===== config.mk =====
export PLATFORM = sky130hd
export DESIGN_NAME = multi_slot_software_timer_core
export DESIGN_NICKNAME = d
export VERILOG_FILES = /design/src/sv/mst_pkg.sv /design/src/sv/mst_dp.sv /design/src/sv/mst_ctrl.sv /design/src/sv/multi_slot_software_timer_core.sv
export SDC_FILE = /design/constraint.sdc
export NUM_CORES = 2
export LEC_CHECK = 0
export ABC_CLOCK_PERIOD_IN_PS = 11200
export BUFFER_PORTS_ARGS = -buffer_cell sky130_fd_sc_hd__clkbuf_2
export CORE_UTILIZATION = 40
export DETAILED_ROUTE_END_ITERATION = 6
export PLACE_DENSITY_LB_ADDON = 0.05
export SLEW_MARGIN = 10
export SYNTH_ARGS = -nofsm -noshare
export SYNTH_HDL_FRONTEND = slang
export SYNTH_SLANG_ARGS = --single-unit

===== constraint.sdc =====
create_clock -name clk -period 11.2 [get_ports clk]
set_input_delay 2.24 -clock clk [delete_from_list [all_inputs] [get_ports clk]]
set_output_delay 2.24 -clock clk [all_outputs]
set_load 0.03 [all_outputs]

===== src/sv/mst_pkg.sv =====
`default_nettype none

package mst_pkg;

    // Request codes carried in the mode field.
    localparam logic [2:0] MODE_TICK     = 3'd0;
    localparam logic [2:0] MODE_REGISTER = 3'd1;
    localparam logic [2:0] MODE_MODIFY   = 3'd2;
    localparam logic [2:0] MODE_STOP     = 3'd3;
    localparam logic [2:0] MODE_REARM    = 3'd4;

    // Completion codes reported with every result.
    typedef enum logic [1:0] {
        STS_OK     = 2'd0,
        STS_FULL   = 2'd1,
        STS_RANGE  = 2'd2,
        STS_UNUSED = 2'd3
    } status_t;

    // Controller states.
    typedef enum logic [1:0] {
        S_IDLE,
        S_SWEEP,
        S_EXEC,
        S_REPLY
    } state_t;

    // One request item.
    typedef struct packed {
        logic [2:0]  mode;
        logic [3:0]  slot_id;
        logic [31:0] timeout;
        logic        repeat_req;
    } mst_req_t;

    // One result item.
    typedef struct packed {
        status_t     status;
        logic [3:0]  slot_result;
        logic [15:0] fired_mask;
    } mst_rsp_t;

    // Commands from the controller to the datapath.
    typedef struct packed {
        logic load_in;
        logic sweep_step;
        logic exec;
        logic out_load;
    } mst_cmd_t;

    // Status from the datapath to the controller.
    typedef struct packed {
        logic sweep_last;
    } mst_sts_t;

endpackage

`default_nettype wire


===== src/sv/mst_dp.sv =====
`default_nettype none

module mst_dp
    import mst_pkg::*;
#(
    parameter int SLOTS      = 16,
    parameter int COUNT_BITS = 32
)
(
    input  wire logic     clk,
    input  wire logic     rst_n,
    input  wire mst_cmd_t cmd,
    output mst_sts_t      sts,
    input  wire mst_req_t req_data,
    output mst_rsp_t      rsp_data
);

    localparam int IDX_W = (SLOTS > 1) ? $clog2(SLOTS) : 1;

    mst_req_t             req_reg;
    mst_rsp_t             rsp_reg;
    logic [IDX_W-1:0]     sweep_idx_reg, sweep_idx_next;
    logic [SLOTS-1:0]     in_use_reg, in_use_next;
    logic [SLOTS-1:0]     running_reg, running_next;
    logic [SLOTS-1:0]     periodic_reg, periodic_next;
    logic [SLOTS-1:0]     mask_reg, mask_next;
    status_t              res_status_reg, res_status_next;
    logic [3:0]           res_slot_reg, res_slot_next;

    logic [COUNT_BITS-1:0] reload_mem [SLOTS];
    logic [COUNT_BITS-1:0] count_mem  [SLOTS];

    logic [IDX_W-1:0]      id_idx;
    logic [IDX_W-1:0]      rd_idx;
    logic [IDX_W-1:0]      wr_idx;
    logic [IDX_W-1:0]      free_idx;
    logic                  free_found;
    logic                  id_ok;
    logic [COUNT_BITS-1:0] tmo;
    logic [COUNT_BITS-1:0] count_rd;
    logic [COUNT_BITS-1:0] reload_rd;
    logic [COUNT_BITS-1:0] dec;
    logic                  count_wr_en;
    logic [COUNT_BITS-1:0] count_wr;
    logic                  reload_wr_en;
    logic [COUNT_BITS-1:0] reload_wr;

    assign id_idx = req_reg.slot_id[IDX_W-1:0];
    assign id_ok  = ({1'b0, req_reg.slot_id} < 5'(SLOTS));
    assign tmo    = req_reg.timeout[COUNT_BITS-1:0];

    // One read address: the sweep position during a tick, the named slot otherwise.
    assign rd_idx    = cmd.sweep_step ? sweep_idx_reg : id_idx;
    assign count_rd  = count_mem[rd_idx];
    assign reload_rd = reload_mem[rd_idx];
    assign dec       = count_rd - COUNT_BITS'(1);

    assign sts.sweep_last = (sweep_idx_reg == IDX_W'(SLOTS - 1));
    assign rsp_data       = rsp_reg;

    // Lowest free slot for a register request.
    always_comb
    begin
        free_found = 1'b0;
        free_idx   = '0;
        for (int s = SLOTS - 1; s >= 0; s--)
        begin
            if (!in_use_reg[s])
            begin
                free_found = 1'b1;
                free_idx   = IDX_W'(s);
            end
        end
    end

    // Slot table update for the tick sweep and for single-slot requests.
    always_comb
    begin
        sweep_idx_next  = sweep_idx_reg;
        in_use_next     = in_use_reg;
        running_next    = running_reg;
        periodic_next   = periodic_reg;
        mask_next       = mask_reg;
        res_status_next = res_status_reg;
        res_slot_next   = res_slot_reg;
        wr_idx          = rd_idx;
        count_wr_en     = 1'b0;
        count_wr        = dec;
        reload_wr_en    = 1'b0;
        reload_wr       = tmo;

        if (cmd.load_in)
        begin
            sweep_idx_next = '0;
            mask_next      = '0;
        end

        // One slot per cycle of a tick.
        if (cmd.sweep_step)
        begin
            sweep_idx_next = sweep_idx_reg + IDX_W'(1);
            if (in_use_reg[sweep_idx_reg] && running_reg[sweep_idx_reg])
            begin
                count_wr_en = 1'b1;
                if (dec == '0)
                begin
                    mask_next[sweep_idx_reg] = 1'b1;
                    if (periodic_reg[sweep_idx_reg])
                    begin
                        count_wr = reload_rd;
                    end
                    else
                    begin
                        running_next[sweep_idx_reg] = 1'b0;
                    end
                end
            end
        end

        // Register, modify, stop and rearm are carried out in the exec step.
        if (cmd.exec)
        begin
            res_status_next = STS_OK;
            res_slot_next   = '0;
            unique case (req_reg.mode)
                MODE_REGISTER:
                begin
                    if (free_found)
                    begin
                        res_slot_next           = 4'(free_idx);
                        wr_idx                  = free_idx;
                        in_use_next[free_idx]   = 1'b1;
                        running_next[free_idx]  = 1'b1;
                        periodic_next[free_idx] = req_reg.repeat_req;
                        count_wr_en             = 1'b1;
                        count_wr                = tmo;
                        reload_wr_en            = 1'b1;
                    end
                    else
                    begin
                        res_status_next = STS_FULL;
                    end
                end
                MODE_MODIFY, MODE_STOP, MODE_REARM:
                begin
                    res_slot_next = req_reg.slot_id;
                    if (!id_ok)
                    begin
                        res_status_next = STS_RANGE;
                    end
                    else if (!in_use_reg[id_idx])
                    begin
                        res_status_next = STS_UNUSED;
                    end
                    else if (req_reg.mode == MODE_MODIFY)
                    begin
                        running_next[id_idx]  = 1'b1;
                        periodic_next[id_idx] = req_reg.repeat_req;
                        count_wr_en           = 1'b1;
                        count_wr              = tmo;
                        reload_wr_en          = 1'b1;
                    end
                    else if (req_reg.mode == MODE_STOP)
                    begin
                        in_use_next[id_idx]   = 1'b0;
                        running_next[id_idx]  = 1'b0;
                        periodic_next[id_idx] = 1'b0;
                    end
                    else
                    begin
                        running_next[id_idx] = 1'b1;
                        count_wr_en          = 1'b1;
                        count_wr             = reload_rd;
                    end
                end
                default:
                begin
                end
            endcase
        end
    end

    // Slot flags and sweep control.
    always_ff @(posedge clk or negedge rst_n)
    begin
        if (!rst_n)
        begin
            sweep_idx_reg <= '0;
            in_use_reg    <= '0;
            running_reg   <= '0;
            periodic_reg  <= '0;
            mask_reg      <= '0;
        end
        else
        begin
            sweep_idx_reg <= sweep_idx_next;
            in_use_reg    <= in_use_next;
            running_reg   <= running_next;
            periodic_reg  <= periodic_next;
            mask_reg      <= mask_next;
        end
    end

    // Counter and reload values; an entry is always written before its slot is used.
    always_ff @(posedge clk)
    begin
        if (count_wr_en)
        begin
            count_mem[wr_idx] <= count_wr;
        end
        if (reload_wr_en)
        begin
            reload_mem[wr_idx] <= reload_wr;
        end
    end

    // Request capture, single-slot result and output register.
    always_ff @(posedge clk)
    begin
        if (cmd.load_in)
        begin
            req_reg <= req_data;
        end
        res_status_reg <= res_status_next;
        res_slot_reg   <= res_slot_next;
        if (cmd.out_load)
        begin
            if (req_reg.mode == MODE_TICK)
            begin
                rsp_reg.status      <= STS_OK;
                rsp_reg.slot_result <= '0;
                rsp_reg.fired_mask  <= 16'(mask_reg);
            end
            else
            begin
                rsp_reg.status      <= res_status_reg;
                rsp_reg.slot_result <= res_slot_reg;
                rsp_reg.fired_mask  <= '0;
            end
        end
    end

    // A slot can only run while it is allocated.
    a_running_in_use: assert property (@(posedge clk) disable iff (!rst_n)
        (running_reg & ~in_use_reg) == '0)
        else $error("running slot that is not in use");

    // Only allocated slots can appear in the fired mask.
    a_mask_in_use: assert property (@(posedge clk) disable iff (!rst_n)
        (mask_reg & ~in_use_reg) == '0)
        else $error("fired mask names a free slot");

endmodule

`default_nettype wire


===== src/sv/mst_ctrl.sv =====
`default_nettype none

module mst_ctrl
    import mst_pkg::*;
(
    input  wire logic       clk,
    input  wire logic       rst_n,
    input  wire logic       req_valid,
    output logic            req_stall,
    input  wire logic [2:0] mode,
    output logic            rsp_valid,
    input  wire logic       rsp_stall,
    output mst_cmd_t        cmd,
    input  wire mst_sts_t   sts
);

    state_t state_reg, state_next;
    logic   out_valid_reg, out_valid_next;

    // Next state.
    always_comb
    begin
        state_next = state_reg;
        unique case (state_reg)
            S_IDLE:
            begin
                if (req_valid)
                begin
                    state_next = (mode == MODE_TICK) ? S_SWEEP : S_EXEC;
                end
            end
            S_SWEEP:
            begin
                if (sts.sweep_last)
                begin
                    state_next = S_REPLY;
                end
            end
            S_EXEC:
            begin
                state_next = S_REPLY;
            end
            S_REPLY:
            begin
                if (!out_valid_reg || !rsp_stall)
                begin
                    state_next = S_IDLE;
                end
            end
            default:
            begin
                state_next = S_IDLE;
            end
        endcase
    end

    // Datapath commands and handshake outputs.
    always_comb
    begin
        cmd            = '0;
        req_stall      = 1'b1;
        unique case (state_reg)
            S_IDLE:
            begin
                req_stall   = 1'b0;
                cmd.load_in = req_valid;
            end
            S_SWEEP:
            begin
                cmd.sweep_step = 1'b1;
            end
            S_EXEC:
            begin
                cmd.exec = 1'b1;
            end
            S_REPLY:
            begin
                cmd.out_load = !out_valid_reg || !rsp_stall;
            end
            default:
            begin
            end
        endcase
    end

    // Output valid: set on a new result, cleared when the result is taken.
    always_comb
    begin
        out_valid_next = out_valid_reg;
        if (cmd.out_load)
        begin
            out_valid_next = 1'b1;
        end
        else if (!rsp_stall)
        begin
            out_valid_next = 1'b0;
        end
    end

    assign rsp_valid = out_valid_reg;

    always_ff @(posedge clk or negedge rst_n)
    begin
        if (!rst_n)
        begin
            state_reg     <= S_IDLE;
            out_valid_reg <= 1'b0;
        end
        else
        begin
            state_reg     <= state_next;
            out_valid_reg <= out_valid_next;
        end
    end

    // An accepted item starts either the sweep or the single-slot step.
    a_accept_dispatch: assert property (@(posedge clk) disable iff (!rst_n)
        (req_valid && !req_stall) |=> (state_reg == S_SWEEP || state_reg == S_EXEC))
        else $error("accepted item did not start work");

    // A new result never overwrites one that is still waiting.
    a_no_overwrite: assert property (@(posedge clk) disable iff (!rst_n)
        cmd.out_load |-> (!out_valid_reg || !rsp_stall))
        else $error("result register overwritten");

    // The sweep runs until the last slot has been visited.
    a_sweep_length: assert property (@(posedge clk) disable iff (!rst_n)
        (state_reg == S_SWEEP && !sts.sweep_last) |=> (state_reg == S_SWEEP))
        else $error("sweep ended early");

endmodule

`default_nettype wire


===== src/sv/multi_slot_software_timer_core.sv =====
// Sequence: a register, modify, stop or rearm item runs through the exec state, a tick
// through the sweep state, which visits one slot per cycle through the single counter table
// read port; both then wait in the reply state until the output register is free and load
// the result. A new item is not accepted until the current one has left the reply state.
// Reset: rst_n clears every slot flag, the controller and the output valid at once;
// counter and reload values are loaded when a slot is allocated, so no clearing pass is needed.
`default_nettype none

module multi_slot_software_timer_core
    import mst_pkg::*;
#(
    parameter int SLOTS      = 16,
    parameter int COUNT_BITS = 32
)
(
    input  wire logic     clk,
    input  wire logic     rst_n,
    input  wire logic     req_valid,
    output logic          req_stall,
    input  wire mst_req_t req_data,
    output logic          rsp_valid,
    input  wire logic     rsp_stall,
    output mst_rsp_t      rsp_data
);

    mst_cmd_t cmd;
    mst_sts_t sts;

    // Sequencing of each item.
    mst_ctrl u_ctrl (
        .clk       (clk),
        .rst_n     (rst_n),
        .req_valid (req_valid),
        .req_stall (req_stall),
        .mode      (req_data.mode),
        .rsp_valid (rsp_valid),
        .rsp_stall (rsp_stall),
        .cmd       (cmd),
        .sts       (sts)
    );

    // Slot table and result formatting.
    mst_dp #(
        .SLOTS      (SLOTS),
        .COUNT_BITS (COUNT_BITS)
    ) u_dp (
        .clk      (clk),
        .rst_n    (rst_n),
        .cmd      (cmd),
        .sts      (sts),
        .req_data (req_data),
        .rsp_data (rsp_data)
    );

endmodule

`default_nettype wire

Word-level counts from Yosys, hierarchy flattened
Memory sizes are Yosys's and may differ from the RTL's.
Index checks and enable logic that the tools add are counted.
{"block": "classes", "n_addsub": 2, "multipliers": 0, "div": 0, "magnitude_cmp": 6, "eq_ne": 17, "shifts": 0, "mux": 122, "n_bitwise": 10, "reduce_logical": 17}
{"operator": "$mux W16", "count": 21}
{"operator": "$mux W32", "count": 9}
{"operator": "$pmux W16 S2", "count": 3}
{"operator": "$mux W4", "count": 23}
{"operator": "$and A16 B16 Y16", "count": 4}
{"operator": "$or A16 B16 Y16", "count": 4}
{"operator": "$pmux W32 S2", "count": 1}
{"operator": "$mux W1", "count": 46}
{"operator": "$bwmux W16", "count": 2}
{"operator": "$logic_not A32 Y1", "count": 1}
{"operator": "$not A16 Y16", "count": 2}
{"operator": "$sub A32 B1 Y32 const B", "count": 1}
{"operator": "$bmux W1 S4", "count": 4}
{"operator": "$lt A4 B5 Y1 const B", "count": 3}
{"operator": "$demux W1 S4", "count": 3}
{"operator": "$ge A4 B1 Y1 const B", "count": 3}
{"operator": "$mux W2", "count": 5}
{"operator": "$ne A2 B1 Y1 const B", "count": 5}
{"operator": "$pmux W2 S4", "count": 1}
{"operator": "$pmux W4 S2", "count": 1}
{"operator": "$eq A3 B2 Y1 const B", "count": 2}
{"operator": "$logic_not A3 Y1", "count": 2}
{"operator": "$ne A2 B2 Y1 const B", "count": 3}
{"operator": "$reduce_and A6 Y1", "count": 1}
{"operator": "other kinds (17)", "count": 24}
{"block": "totals", "reg_bits": 139, "latch_bits": 0, "ramBits": 1024, "rom_bits": 0, "inputBits": 44, "out_inout_bits": 24, "word_cells": 192, "memories": 2}
{"name": "u_dp.count_mem", "depth": 16, "word_bits": 32, "read_ports": 1, "rd_clocked_by_memory_dff": 0, "wr": 1, "line": "mst_dp.sv:31", "rtl": "logic [COUNT_BITS-1:0] count_mem [SLOTS];"}
{"name": "u_dp.reload_mem", "depth": 16, "word_bits": 32, "read_ports": 1, "rd_clocked_by_memory_dff": 0, "wr": 1, "line": "mst_dp.sv:30", "rtl": "logic [COUNT_BITS-1:0] reload_mem [SLOTS];"}

Longest topological paths before layout
{"block": "depth", "depth_word": 24, "depth_mapped": 24, "mapped_depth_nobuf": 17}

Modules after synthesis
Synthesis repeated with hierarchy kept, for this count alone.
{"block": "unflattened", "cells_unflattened": 3485, "hier_area_um2": 49057.0}
{"mod": "mst_dp", "n_inst": 1, "cells_per_inst": 3461, "area_per_inst_um2": 48816.8, "seq_area_each_um2": 34493.1}
{"mod": "mst_ctrl", "n_inst": 1, "cells_per_inst": 24, "area_per_inst_um2": 240.2, "seq_area_each_um2": 75.1}

Least setup slack after synthesis
No wires, ideal clock.
{"block": "synth_timing", "kind": "reg2reg", "start": "reg u_ctrl.state_reg[1]", "end": "mem u_dp.count_mem[0][0] (enable)", "setup_ns": 0.421, "t_arrival_ns": 5.238, "required_ns": 10.779, "setup_slack_ns": 5.541, "path_stages_with_launch": 17, "n_path_buf": 9, "period_less_slack_ns": 5.659, "cell_sequence": "dfrtp_1 > inv_1 > ha_1 > clkbuf_1 > mux2i_1 > buf_2 > buf_2 > buf_1 > buf_1 > buf_2 > buf_2 > buf_1 > buf_1 > nor2_1 > a21oi_1 > nand2_1 > nor2_1"}
{"block": "synth_via", "elab_chain_len": 10}
{"item": "start: declaration", "line": "mst_ctrl.sv:17", "rtl": "state_t state_reg, state_next;"}
{"item": "start signal: assignment", "line": "mst_ctrl.sv:111", "rtl": "state_reg <= state_next;"}
{"item": "$eq A2 B1 Y1", "line": "mst_ctrl.sv:62", "rtl": "unique case (state_reg)"}
{"item": "$mux W1", "line": "mst_ctrl.sv:62"}
{"item": "$mux W1", "line": "mst_dp.sv:99", "rtl": "if (cmd.sweep_step)"}
{"item": "$mux W1", "line": "mst_dp.sv:163", "rtl": "else if (req_reg.mode == MODE_STOP)"}
{"item": "$mux W1", "line": "mst_dp.sv:155", "rtl": "else if (req_reg.mode == MODE_MODIFY)"}
{"item": "$mux W1", "line": "mst_dp.sv:151", "rtl": "else if (!in_use_reg[id_idx])"}
{"item": "$pmux W1 S2", "line": "mst_dp.sv:125", "rtl": "unique case (req_reg.mode)"}
{"item": "$mux W1", "line": "mst_dp.sv:121", "rtl": "if (cmd.exec)"}
{"item": "$mux W1", "line": "mst_dp.sv:207", "rtl": "if (count_wr_en)"}
{"item": "$mux W1 (not written as such)", "line": "mst_dp.sv:209", "rtl": "count_mem[wr_idx] <= count_wr;"}
{"item": "end: declaration", "line": "mst_dp.sv:31"}
Several ways; a longest one is shown, not always the timed one.

Final worst setup path
{"block": "layout_timing", "start": "reg u_ctrl.state_reg[1]", "end": "mem u_dp.count_mem[12][1] (data pin)"}
{"block": "layout_via", "elab_chain_len": 14}
{"item": "$eq A2 B1 Y1", "line": "mst_ctrl.sv:62"}
{"item": "$mux W1", "line": "mst_ctrl.sv:62"}
{"item": "$mux W4", "line": "mst_dp.sv:53", "rtl": "assign rd_idx = cmd.sweep_step ? sweep_idx_reg : id_idx;"}
{"item": "$mem_v2 Z16 W32"}
{"item": "$sub A32 B1 Y32", "line": "mst_dp.sv:56", "rtl": "assign dec = count_rd - COUNT_BITS'(1);"}
{"item": "$logic_not A32 Y1 / $mux W32 (equally long branches)", "line": "mst_dp.sv:105, mst_dp.sv:108"}
{"item": "$mux W32", "line": "mst_dp.sv:105", "rtl": "if (dec == '0)"}
{"item": "$mux W32", "line": "mst_dp.sv:102", "rtl": "if (in_use_reg[sweep_idx_reg] && running_reg[sweep_idx_reg])"}
{"item": "$mux W32", "line": "mst_dp.sv:99"}
{"item": "$mux W32", "line": "mst_dp.sv:163"}
{"item": "$mux W32", "line": "mst_dp.sv:155"}
{"item": "$mux W32", "line": "mst_dp.sv:151"}
{"item": "$pmux W32 S2", "line": "mst_dp.sv:125"}
{"item": "$mux W32 *", "line": "mst_dp.sv:121"}
{"item": "net u_dp.count_wr[1]", "line": "mst_dp.sv:44", "rtl": "logic [COUNT_BITS-1:0] count_wr;"}
The timed path passes the listed nets; every way through them passes the cells marked *.

==> impl_metrics.toml <==
[run_status]
status = "completed"

[sta]
relSlewSlack_pct = 17.7
rsz0062_at_grt = "false"
worstMarginPinSlew_ns = 1.23
fmaxAchievable_mhz = 122
period_share_pct = 73.1
timing.final.max_slew_violations = 0
setup_viol = 0
whs_ns = 0.489
clock_skew_ns = 0.0360
finalSetupTns_ns = 0
period_needed_ns = 8.18
hold_viol = 0

[logic_synthesis]
syn_inst = 3651
synth-compound-area-share_pct = 7.31
synth_fa_ha_area_share_pct = 0.305
synth-seq-area-share_pct = 70.2
yosysWarnings = 0
synth-simple-area-share_pct = 14.1
synth_fp_nets = 3707
ys_seq_elements = 1163
synth_cell_types = 81
syn_area_sq_um = 49300
muxShareOfSynthArea_pct = 5.62
synth_edf_count = 1092
synth_ff_type = "edfxtp_1"
synth.avg_cell_area_sq_um = 13.5
synth_top_family_by_area = "simple AND/OR/NAND/NOR gates"
synthArstFlopShare_pct = 6.10
synthXorXnorAreaFrac_pct = 0.338

[cts]
cts_setup_buffers = 0
cts_hold_buf = 0
clockBufferDepth = 3
clock-sinks = 1163
cts_root_buffer = "clkbuf_16"
ctsResizeCount = 0
clkTransAtPathRegs_ns = 0.06
clock_latency_ns = 0.77
cts_made_buffers = 133
cts_tree = "yes"
cts-htree-levels = 4

[final_layout]
syn_to_final_growth_pct = 13.6
diodes = 0
nFillCells = 10869
fin_area_sq_um = 55900
final_cell_mix = "edfxtp_1 (1092), nand2_1 (862), nand3_1 (348)"
final_cells = 5449
layout-drive-gt1-share_pct = 14.9
layout_commonest_cell = "edfxtp_1"
nets = 3778

[power_and_ir_drop]
power_mw = 14.9
leakage_nw = 18.7
ir_drop_mv = 0.181
power_density_nw_per_um2 = 265

[global_routing]
grt_pass1_vias = 31650
grt_max_degree = 133
grt_util_all_layers_pct = 24.4
antenna_found_initial = 4
grt_first_pass_wirelength_mm = 222
grt-ovfl-total = 0

[route]
initialDrtViolationCount = 3463
wl_per_cell_um = 27.9
drc = 0
routed_wl_mm = 152
dr.pass1.iters = 6
final_antenna_net_count = 0
num_vias = 31836
avgViaCountPerCell = 5.84

[placed_design]
portBuffers = 67
placed_cells = 5211
placed_area_sq_um = 51700
dpl.hpwl_mm = 86.0
gp_congestion = 0.895

[critical_path]
crit_buf_inv = 3
critPathMaxStageDelay_ns = 0.81
critPathArrivalTime_ns = 8.59
critical_path.startpoint_type = "flip-flop"
crit_type = "reg -> reg"
cp.required_ns = 11.61
cpLargestDelayFamily = "compound AO/OA/AOI/OAI gates"
r2r_slack_ns = 3.02
cp-end-kind = "flip-flop"
cp_slowest_cell = "mux2_8"
path_max_fanout = 101
path_cells = "inv_1 > ha_1 > mux2_8 > buf_4 > mux4_2 > nor3_1 > nor3_1 > a211oi_2 > nand4_1 > o311ai_0 > o32a_1 > a211oi_1 > nand4_1 > buf_4 > mux2_4 > o22ai_1"

[floorplan]
die_w_um = 353
die_h_um = 353
ioPinCount = 68
die-area_sq_um = 125000
rows = 128
start_util_pct = 40.4
coreArea_sq_um = 122000

[worst_hold_path]
worstHoldPathType = "reg -> reg"

[flow_run]
cap_violations = 0
-- per-layer routing --
metal  GRT usage (%)  up-vias  routed length, um
met5               0        -                  0
met4            7.29        0               3860
met3            4.08      216               8600
met2            38.7     1070              71400
met1            34.5    16579              68400
li1                -    13971                  -
-- path summary, 6_finish.rpt --
kind / startpoint / end / depth (start not counted)
max in group asynchronous: rst_n / u_dp.running_reg[14] / 1
setup / recovery: u_ctrl.state_reg[1] / u_dp.count_mem[12][1] / 16
hold / removal: u_dp.periodic_reg[1] / u_dp.periodic_reg[1] / 1
hold reg to reg: u_dp.periodic_reg[1] / u_dp.periodic_reg[1] / 1
min in group asynchronous: rst_n / u_dp.mask_reg[8] / 1
setup reg to reg: u_ctrl.state_reg[1] / u_dp.count_mem[12][1] / 16
-- synthesized netlist by cell type (all sizes together), types with 8 or more instances --
cell / number / area share [%]
edfxtp: 1092 / 67
nand2: 862 / 6.6
nand3: 348 / 3.5
o21ai: 151 / 1.5
clkbuf: 130 / 0.99
nor2: 130 / 1.0
mux4: 107 / 4.9
buf: 94 / 1.0
dfrtp: 71 / 3.6
a311oi: 68 / 1.2
a21oi: 59 / 0.60
and3: 46 / 0.58
nand4: 35 / 0.53
a22oi: 30 / 0.46
a31o: 29 / 0.52
nor3: 29 / 0.34
mux2i: 28 / 0.58
and2: 23 / 0.29
inv: 21 / 0.16
o22ai: 20 / 0.25
a22o: 19 / 0.34
o211ai: 19 / 0.29
nor2b: 16 / 0.20
o2bb2ai: 16 / 0.28
a21o: 15 / 0.23
a31oi: 15 / 0.19
ha: 12 / 0.30
xnor2: 12 / 0.21
a21boi: 11 / 0.17
nand2b: 11 / 0.14
a211oi: 10 / 0.17
a32oi: 10 / 0.18
nor4: 10 / 0.21
and4: 8 / 0.14
-- metrics by stage --
step,setup WS (ns),util (%)
after floorplan,5.54,-
after global placement,3.36,42.4
after detailed placement,3.00,42.4
after CTS,2.96,45.8
after global routing,2.53,45.8
final,3.02,45.8
-- power breakdown --
part | leakage [nW] | internal [mW] | switching [mW]
Clock | 2.04 | 2.46 | 1.75
Sequential | 10.8 | 5.62 | 0.157
Combinational | 5.80 | 1.38 | 3.49
-- layout make-up --
| type | count | area (sq um) | area share, % |
|---|---|---|---|
| repair buffers | 160 | 1070 | 1.92 |
| multi-input cells | 2243 | 14000 | 25.0 |
| clock buffers | 164 | 3460 | 6.19 |
| well taps | 1625 | 2030 | 3.63 |
| inverters | 21 | 78.8 | 0.141 |
| flip-flops and latches | 1163 | 34600 | 61.8 |
| clock inverters | 73 | 714 | 1.28 |
-- kinds of logic (layout without fill, tap and decap cells) --
family          after synthesis  after routing
simple gates               1550           1550
flops                      1163           1163
compound gates              521            521
buf+inv                     245            418
mux                         141            141
xor+xnor                     19             19
fa+ha+maj                    12             12
(Power assumes the default switching activity.)
